===== src/hw/rtl/frd_pkg.sv =====
// Shared types and constants for the dielectric Fresnel reflectance block.
// No dependencies; every other file in hw/rtl refers to this package by scoped names.
`default_nettype none

package frd_pkg;

    // Port and field widths
    localparam int COS_W    = 16;   // cosine, signed Q2.14
    localparam int IDX_W    = 16;   // refractive index, unsigned Q4.12
    localparam int REFL_W   = 17;   // reflectance, unsigned Q1.16
    localparam int CFG_IDX_W = 8;   // config register index

    // Internal arithmetic widths
    localparam int FRAC_W   = 14;   // fraction bits of Q.14 values
    localparam int C_W      = 15;   // clamped cosine magnitude, up to 1.0
    localparam int X_W      = 29;   // square root radicand, up to 2^28
    localparam int ROOT_W   = 15;   // square root result, up to 2^14
    localparam int TRIAL_W  = X_W + 2;
    localparam int P_W      = 31;   // 16 x 15 products
    localparam int SO_W     = 28;   // transmitted sine, Q.28
    localparam int SQ_W     = 2 * SO_W;
    localparam int DREM1_W  = 17;   // remainder of the sine divider
    localparam int RAT_W    = 31;   // reflection ratio, Q.30, up to 1.0
    localparam int DEN_W    = 32;   // ratio denominator
    localparam int RSQ_W    = 2 * RAT_W;
    localparam int SUM_W    = RSQ_W + 1;
    localparam int OUT_SHIFT = 45;  // Q.60 sum of squares to mean in Q.16

    // Constants
    localparam logic signed [COS_W-1:0] COS_ONE     = 16'sd16384;
    localparam logic signed [COS_W-1:0] COS_NEG_ONE = -16'sd16384;
    localparam logic [IDX_W-1:0]  INCIDENT_RESET    = 16'd4096;
    localparam logic [IDX_W-1:0]  TRANSMITTED_RESET = 16'd6144;
    localparam logic [REFL_W-1:0] REFL_ONE          = 17'd65536;

    // Configuration register indexes
    localparam logic [CFG_IDX_W-1:0] CFG_INDEX_INCIDENT    = 8'd0;
    localparam logic [CFG_IDX_W-1:0] CFG_INDEX_TRANSMITTED = 8'd1;

    // Input queue
    localparam int FIFO_DEPTH = 4;
    localparam int FIFO_PTR_W = $clog2(FIFO_DEPTH);
    localparam int FIFO_CNT_W = $clog2(FIFO_DEPTH + 1);

    // Classified item held in the queue: index swap and cosine magnitude
    typedef struct packed {
        logic           neg;
        logic [C_W-1:0] mag;
    } frd_item_t;

    // Sideband that travels with an item through the back pipeline
    typedef struct packed {
        logic           neg;
        logic [C_W-1:0] mag;
        logic           tir;
    } frd_side_t;

endpackage

`default_nettype wire


===== src/hw/rtl/frd_front.sv =====
// Front end: input handshake, cosine clamp and index-swap classification.
// Depends on frd_pkg.
`default_nettype none

module frd_front (
    input  logic                               in_valid,
    output logic                               in_ready,
    input  logic signed [frd_pkg::COS_W-1:0]   cos_incidence,
    input  logic                               fifo_full,
    output logic                               push,
    output frd_pkg::frd_item_t                 push_item
);

    logic signed [frd_pkg::COS_W-1:0] cos_clamped;

    // Take a transfer whenever the queue has room
    assign in_ready = !fifo_full;
    assign push     = in_valid && !fifo_full;

    // Clamp to [-1, 1] in Q2.14
    always_comb
    begin
        if (cos_incidence > frd_pkg::COS_ONE)
        begin
            cos_clamped = frd_pkg::COS_ONE;
        end
        else if (cos_incidence < frd_pkg::COS_NEG_ONE)
        begin
            cos_clamped = frd_pkg::COS_NEG_ONE;
        end
        else
        begin
            cos_clamped = cos_incidence;
        end
    end

    // Negative cosine: swap the media and use the magnitude
    always_comb
    begin
        push_item.neg = cos_clamped[frd_pkg::COS_W-1];
        if (cos_clamped[frd_pkg::COS_W-1])
        begin
            push_item.mag = frd_pkg::C_W'(-cos_clamped);
        end
        else
        begin
            push_item.mag = frd_pkg::C_W'(cos_clamped);
        end
    end

endmodule

`default_nettype wire


===== config.mk =====
export PLATFORM = sky130hd
export DESIGN_NAME = frd_front
export DESIGN_NICKNAME = d
export VERILOG_FILES = /design/src/hw/rtl/frd_pkg.sv /design/src/hw/rtl/frd_front.sv
export SDC_FILE = /design/constraint.sdc
export NUM_CORES = 1
export LEC_CHECK = 0
export ABC_AREA = 0
export BUFFER_PORTS_ARGS = -buffer_cell sky130_fd_sc_hd__buf_2
export CORE_MARGIN = 8
export CORE_UTILIZATION = 40
export DETAILED_ROUTE_END_ITERATION = 8
export PLACE_DENSITY = 0.78
export SYNTH_ARGS = -nofsm -noshare
export SYNTH_HDL_FRONTEND = slang
export SYNTH_SLANG_ARGS = --single-unit

===== constraint.sdc =====
create_clock -name vclk -period 3.3
set_clock_uncertainty 0.05 [all_clocks]
set_input_delay 0.33 -clock vclk [all_inputs]
set_output_delay 0.33 -clock vclk [all_outputs]
set_load 0.005 [all_outputs]

==> out/metrics.yaml <==
sta:
  rsz0062_at_grt: "false"
  setup_viol: 0
  finalHoldViolCount: 0
  slew_violations: 0
  finalCritPeriodShare: 0.9463
  max_freq_ghz: 0.3202
  finalSetupTns_ns: 0
  max_slew.worst_pin.slew_ns: 0.8243
  period_minus_slack_ns: 3.123
  max_slew_margin: 0.4362
grt:
  grt-ovfl-total: 0
  grt_pass1_vias: 715
  grt_first_pass_wirelength_um: 3118
  grtUsageTotal: 0.1329
  grt_max_degree: 22
  grt_antenna_before_repair: 0
worst_hold_path:
  holdPathStages: 3
  min_from: "fifo_full"
  hold_end: "in_ready"
  hold_class: "in2out"
placement:
  dpl.cell_count: 136
  dp_hpwl_um: 1645
  portBuffers: 36
  gp_congestion: 0.8732
run:
  cap_violations: 0
layout:
  layout_commonest_cell: "buf_2"
  area_delta_synth_final_pct: 33.03
  layout-drive-gt1-share: 0.3636
  fin_cells: 136
  seqCellArea_um2: 0
  layout_common_cells: "buf_2 (36), nand2_1 (9), o21ai_0 (8)"
  diodes: 0
  seq_cell_count: 0
  nClkBuffers: 0
  nets: 142
floorplan:
  die_h_um: 53.31
  io_pins: 36
  num_rows: 13
  fp.dieW_um: 53.31
  core_region_area_mm2: 0.001301
  start_util: 0.4279
  design.die.area_mm2: 0.002842
worst_setup_path:
  worstSetupPathType: "in2out"
  cp_slowest_cell: "or4_1"
  cp_data_required_time_ns: 2.92
  cp_num_buf_inv: 2
  path_cells: "buf_2 > or4_1 > o41ai_4 > o211ai_1 > ha_1 > or3b_2 > o211ai_1 > o21a_1 > xor2_1 > buf_2"
  cp_top_family: "simple AND/OR/NAND/NOR gates"
  startpoint_type: "input port"
  arrival_ns: 2.74
  end_kind: "output pin"
  cp_max_fo: 6
  crit_start: "cos_incidence[4]"
  crit_path_max_incr_delay_ns: 0.64
routing:
  vias_per_cell: 5.868
  wl_per_cell_um: 14.77
  vias: 798
  ant_nets: 0
  drtIter0Drc: 29
  drt_pass1_iterations: 4
  drc: 0
  wirelength_um: 2009
power_and_ir_drop:
  vdd_drop_max_mv: 0.07332
  cellLeakagePower_nw: 0.3482
  powerDensity_mw_per_mm2: 135.5
yosys:
  synth_cells: 89
  yosysUniqueCellTypes: 32
  ys_warn_count: 0
  yosys-top-cells-area: "o21ai_0 (7.2%), nand2_1 (6.1%), a211oi_1 (5.4%)"
  yosysTopAreaCell: "o21ai_0"
  syn_area_um2: 556.8
  synth_top_area_frac: 0.07191
  yosysSeqAreaShare: 0
  avgSynthCellArea_um2: 6.256
  synth.net_count: 108
clocking:
  ctsHoldBuffers: 0
  postCtsSetupRepairBufs: 0
  post_cts_resized: 0
outcome:
  status: "finished clean"
[through the flow]
step	hold WS (ns)	worst slack [ns]	instance area [um2]	util	total power [mW]
2_1_floorplan	0.6365	0.4526	556.8	-	0.05490
6_report	0.8384	0.1772	740.7	0.5692	0.1004
4_1_cts	0.8401	0.1800	740.7	0.5692	0.1006
3_3_place_gp	0.8361	0.2606	740.7	0.5692	0.09849
5_1_grt	0.8596	0.06979	740.7	0.5692	0.1111
3_5_place_dp	0.8401	0.1780	740.7	0.5692	0.09999
[how the worst max path moves through the flow]
| stage | to | slack (ns) | depth (start not counted) |
|---|---|---|---|
| floorplan | push_item[12] | 0.45 | 9 |
| global placement | push_item[12] | 0.26 | 10 |
| detailed placement | push_item[12] | 0.18 | 10 |
| CTS | push_item[12] | 0.18 | 10 |
| global route | push_item[12] | 0.07 | 10 |
| finish | push_item[12] | 0.18 | 10 |
[report_power, final]
group | internal (mW) | switching (mW) | total, mW
clock | 0 | 0 | 0
combinational | 0.0451 | 0.0553 | 0.100
sequential | 0 | 0 | 0
total | 0.0451 | 0.0553 | 0.100
[cell usage after synthesis (3+ instances only)]
cell	instances
a211oi_1	4
a21oi_1	4
clkbuf_1	5
inv_1	6
nand2_1	9
nand2b_1	3
nand3_1	4
nor2_1	5
nor3_1	4
o211ai_1	4
o21ai_0	8
o31ai_1	4
or4_1	4
[layer usage]
layer	up-vias	track usage	wire [um]
li1	402	-	-
met3	2	0.01401	150
met2	36	0.2500	1039
met1	358	0.1599	803
met5	-	0	0
met4	0	0.01261	16
[logic make-up (layout without fill, tap and decap cells)]
family / Yosys count / count (layout) / synth area share
simple gates: 39 / 39 / 0.3708
xor+xnor: 4 / 4 / 0.06293
compound gates: 33 / 33 / 0.4495
buf+inv: 12 / 44 / 0.09438
fa+ha+maj: 1 / 1 / 0.02247
[layout make-up]
cell class / count / area, um2
Tap cell: 15 / 18.77
Fill cell: 148 / 560.5
Timing Repair Buffer: 38 / 195.2
Inverter: 6 / 22.52
Multi-Input combinational cell: 77 / 504.2
Power figures use the tool's default switching activity.
