## src/hw/rtl/frd_pkg.sv

```systemverilog
// Shared types and constants for the dielectric Fresnel reflectance block.
// No dependencies; every other file in hw/rtl refers to this package by scoped names.
`default_nettype none

package frd_pkg;

    // Port and field widths
    localparam int COS_W    = 16;   // cosine, signed Q2.14
    localparam int IDX_W    = 16;   // refractive index, unsigned Q4.12
    localparam int REFL_W   = 17;   // reflectance, unsigned Q1.16
    localparam int CFG_IDX_W = 8;   // config register index

    // Internal arithmetic widths
    localparam int FRAC_W   = 14;   // fraction bits of Q.14 values
    localparam int C_W      = 15;   // clamped cosine magnitude, up to 1.0
    localparam int X_W      = 29;   // square root radicand, up to 2^28
    localparam int ROOT_W   = 15;   // square root result, up to 2^14
    localparam int TRIAL_W  = X_W + 2;
    localparam int P_W      = 31;   // 16 x 15 products
    localparam int SO_W     = 28;   // transmitted sine, Q.28
    localparam int SQ_W     = 2 * SO_W;
    localparam int DREM1_W  = 17;   // remainder of the sine divider
    localparam int RAT_W    = 31;   // reflection ratio, Q.30, up to 1.0
    localparam int DEN_W    = 32;   // ratio denominator
    localparam int RSQ_W    = 2 * RAT_W;
    localparam int SUM_W    = RSQ_W + 1;
    localparam int OUT_SHIFT = 45;  // Q.60 sum of squares to mean in Q.16

    // Constants
    localparam logic signed [COS_W-1:0] COS_ONE     = 16'sd16384;
    localparam logic signed [COS_W-1:0] COS_NEG_ONE = -16'sd16384;
    localparam logic [IDX_W-1:0]  INCIDENT_RESET    = 16'd4096;
    localparam logic [IDX_W-1:0]  TRANSMITTED_RESET = 16'd6144;
    localparam logic [REFL_W-1:0] REFL_ONE          = 17'd65536;

    // Configuration register indexes
    localparam logic [CFG_IDX_W-1:0] CFG_INDEX_INCIDENT    = 8'd0;
    localparam logic [CFG_IDX_W-1:0] CFG_INDEX_TRANSMITTED = 8'd1;

    // Input queue
    localparam int FIFO_DEPTH = 4;
    localparam int FIFO_PTR_W = $clog2(FIFO_DEPTH);
    localparam int FIFO_CNT_W = $clog2(FIFO_DEPTH + 1);

    // Classified item held in the queue: index swap and cosine magnitude
    typedef struct packed {
        logic           neg;
        logic [C_W-1:0] mag;
    } frd_item_t;

    // Sideband that travels with an item through the back pipeline
    typedef struct packed {
        logic           neg;
        logic [C_W-1:0] mag;
        logic           tir;
    } frd_side_t;

endpackage

`default_nettype wire

```

## src/hw/rtl/frd_fifo.sv

```systemverilog
// Short queue between the front end and the arithmetic pipeline.
// Depends on frd_pkg.
`default_nettype none

module frd_fifo (
    input  logic               clk,
    input  logic               rst_n,
    input  logic               push,
    input  frd_pkg::frd_item_t push_item,
    output logic               full,
    input  logic               pop,
    output logic               not_empty,
    output frd_pkg::frd_item_t pop_item
);

    frd_pkg::frd_item_t                 entry_reg [frd_pkg::FIFO_DEPTH];
    logic [frd_pkg::FIFO_PTR_W-1:0]     wr_ptr_reg;
    logic [frd_pkg::FIFO_PTR_W-1:0]     rd_ptr_reg;
    logic [frd_pkg::FIFO_CNT_W-1:0]     count_reg;
    logic [frd_pkg::FIFO_CNT_W-1:0]     count_next;

    assign full      = (count_reg == frd_pkg::FIFO_CNT_W'(frd_pkg::FIFO_DEPTH));
    assign not_empty = (count_reg != '0);
    assign pop_item  = entry_reg[rd_ptr_reg];

    // Occupancy
    always_comb
    begin
        count_next = count_reg;
        if (push && !pop)
        begin
            count_next = count_reg + 1'b1;
        end
        else if (pop && !push)
        begin
            count_next = count_reg - 1'b1;
        end
    end

    // Pointers and count
    always_ff @(posedge clk or negedge rst_n)
    begin
        if (!rst_n)
        begin
            wr_ptr_reg <= '0;
            rd_ptr_reg <= '0;
            count_reg  <= '0;
        end
        else
        begin
            count_reg <= count_next;
            if (push)
            begin
                wr_ptr_reg <= wr_ptr_reg + 1'b1;
            end
            if (pop)
            begin
                rd_ptr_reg <= rd_ptr_reg + 1'b1;
            end
        end
    end

    // Storage
    always_ff @(posedge clk)
    begin
        if (push)
        begin
            entry_reg[wr_ptr_reg] <= push_item;
        end
    end

endmodule

`default_nettype wire

```

## config.mk

```make
export PLATFORM = sky130hd
export DESIGN_NAME = frd_fifo
export DESIGN_NICKNAME = d
export VERILOG_FILES = /design/src/hw/rtl/frd_pkg.sv /design/src/hw/rtl/frd_fifo.sv
export SDC_FILE = /design/constraint.sdc
export NUM_CORES = 1
export LEC_CHECK = 0
export ABC_CLOCK_PERIOD_IN_PS = 4050
export BUFFER_PORTS_ARGS = -buffer_cell sky130_fd_sc_hd__clkbuf_2
export CAP_MARGIN = 20
export CORE_ASPECT_RATIO = 1.75
export CORE_MARGIN = 2
export CORE_UTILIZATION = 55
export CTS_BUF_LIST = sky130_fd_sc_hd__clkbuf_4 sky130_fd_sc_hd__clkbuf_8
export CTS_CLUSTER_DIAMETER = 40
export DETAILED_ROUTE_END_ITERATION = 8
export PLACE_DENSITY = 0.77
export SETUP_SLACK_MARGIN = 0.3
export SYNTH_ARGS = -nofsm -noshare
export SYNTH_HDL_FRONTEND = slang
export SYNTH_SLANG_ARGS = --single-unit
```

## constraint.sdc

```tcl
create_clock -name clk -period 4.05 [get_ports clk]
set_input_delay 0 -clock clk [delete_from_list [all_inputs] [get_ports clk]]
set_output_delay 0 -clock clk [all_outputs]
set_load 0.05 [all_outputs]
```

==> impl_metrics.tcl <==
set metrics [dict create \
    cp-end-kind "output pin" \
    largest_reg_flops 64 \
    rows 34 \
    synth_ff_type "edfxtp_1" \
    clk_path_buf_depth 2 \
    cts.sinks 71 \
    start_kind "flip-flop" \
    syn_inst 118 \
    fmax_mhz 439 \
    synth.distinct_cells 19 \
    worstReg2RegEnd "entry_reg[2][1]" \
    clk_latency_ns 0.33 \
    ant_nets 0 \
    yosysWarnings 0 \
    arrival_ns 2.28 \
    cts_setup_buffers 0 \
    die_width_um 57.4 \
    drc 0 \
    dp_cells 205 \
    cts_root_buffer "clkbuf_8" \
    p_per_area_nw_per_um2 743 \
    p_leak_nw 1.23 \
    cts_resized 0 \
    ys_seq_area_share_pct 76.4 \
    reg2regPathDepth 3 \
    die_y_um 97.5 \
    first_pass_iters 4 \
    diodes 0 \
    hold_violations 0 \
    final_area_um2 3300 \
    final.min_clock_period_ns 2.28 \
    drt_iter0_drc 31 \
    synth-async-reset-ratio_pct 9.86 \
    setup_viol 0 \
    synth_edf_count 64 \
    final_cells 238 \
    antenna_found_initial 0 \
    area_growth_pct 20.1 \
    finalClockSkew_ns 0.00624 \
    crit_type "reg -> out" \
    final_core_util_pct 67.4 \
    grt_pass1_wl_um 7280 \
    whs_ns 0.0473 \
    clk_pin_slew_worst_paths_ns 0.06 \
    finalSetupTns_ns 0 \
    vias 1299 \
    port-buffer-count 37 \
    ys_ff_latch 71 \
    maxCapViolations 0 \
    avgRoutedWirePerCell_um 19.1 \
    max-vdd-ir-drop_uv 519 \
    hp-class "in -> async" \
    grt_pass1_vias 1493 \
    numCtsBuffers 9 \
    maxSlewViolCount 0 \
    dieArea_um2 5590 \
    r2r_slack_ns 2.36 \
    power.total_mw 2.45 \
    routed_via_density 5.46 \
    netlist_area_um2 2750 \
    post-route-period-util_pct 56.2 \
    globalRouteTotalUtil_pct 18.4 \
    rsz0062_at_grt "no" \
    gp_congestion 0.664 \
    worstPathMaxFanout 18 \
    outcome "complete, no violations" \
    pin_count 38 \
    place_ws_ns 2.10 \
    coreArea_um2 4890 \
    drive_above_1_share_pct 31.5 \
    grt_max_degree 19 \
    crit_required_ns 4.05 \
    grt_overflow_total 0 \
    start_util_pct 56.1 \
    tightestPinTransition_ns 1.03 \
    dpl_cell_area_um2 2960 \
    syn_nets 144 \
    htreeDepth 3 \
    cp-endpoint "pop_item[2]" \
    worst_slack_ns 1.77 \
    startpoint "rd_ptr_reg[0]" \
    synth.avg_cell_area_um2 23.3 \
    dpl.hpwl_um 3010 \
    routed_wl_um 4560 \
    r2r_start "wr_ptr_reg[0]" \
    cts_tree "built" \
    slew_headroom_pct 31.3 \
    final_nets 207 \
]
==> synth_stat cells, types with 2 or more instances <==
cell type	n	area share, %
xnor2_1	2	0.64
mux4_2	8	6.6
buf_2	2	0.36
inv_1	4	0.55
mux4_1	8	7.7
xor2_1	4	1.3
and2_1	4	0.91
ha_1	5	2.3
nand2_1	2	0.27
edfxtp_1	64	70
dfrtp_1	7	6.4
==> per-layer routing <==
layer	global-route usage [%]	part of all wire (%)	vias up	wire length (µm)
met4	8.05	0.75	0	34
met1	18.8	36	657	1640
met2	33.3	60	31	2750
met3	5.19	2.9	4	133
met5	0	0	-	0
li1	-	-	607	-
==> repair_timing <==
action,in CTS,in global routing
hold buffers,19,0
hold endpoints to repair,75,0
setup endpoints to repair,0,0
==> area by class of cell <==
type | instances | area, µm²
Tap cell | 54 | 67.6
Timing Repair Buffer | 56 | 375
Fill cell | 304 | 1590
Multi-Input combinational cell | 39 | 592
Clock inverter | 3 | 12.5
Sequential cell | 71 | 2100
Clock buffer | 11 | 139
Inverter | 4 | 15.0
==> where the power goes <==
group / leakage (nW) / switching [mW] / total, mW / internal (mW)
sequential: 0.670 / 0.137 / 1.11 / 0.971
combinational: 0.480 / 0.602 / 0.902 / 0.300
clock: 0.0810 / 0.218 / 0.442 / 0.224
==> how the worst min path moves through the flow <==
stage                     cells past startpoint   from             to  slack [ns]
final                                         2  rst_n   count_reg[2]        0.05
after global routing                          2  rst_n  wr_ptr_reg[1]        0.05
after CTS                                     2  rst_n  wr_ptr_reg[0]        0.03
after detailed placement                      1  rst_n  wr_ptr_reg[0]       -0.15
after global placement                        1  rst_n  wr_ptr_reg[1]       -0.16
after floorplan                               0  rst_n   count_reg[0]       -0.30
==> logic make-up (layout without fill, tap and decap cells) <==
| logic type | count (synthesis) | in the layout | synth area share [%] |
|---|---|---|---|
| adders and majority gates | 6 | 6 | 3.01 |
| xor gates and xnor gates | 6 | 6 | 1.91 |
| DFF | 71 | 71 | 76.4 |
| AOI/OAI and AO/OA | 1 | 1 | 0.182 |
| buffers and inverters | 8 | 74 | 2.05 |
| muxes | 17 | 17 | 14.6 |
| and+or+nand+nor | 9 | 9 | 1.82 |
==> worst max-delay path, stage by stage (launching register included) <==
cell and delay [ns]:
dfrtp_1 1.02, mux4_1 0.67, clkbuf_2 0.26
==> layout by cell type (no fill, tap or decap), drive strengths merged <==
cell / n
and2: 4
clkbuf: 48
clkinv: 3
dfrtp: 7
dlygate4sd3: 19
edfxtp: 64
fa: 1
ha: 5
inv: 4
mux2: 1
mux4: 16
nand2: 2
nor2: 1
nor3b: 1
o21ai: 1
or3: 1
xnor2: 2
xor2: 4
Power figures use the tool's default switching activity.
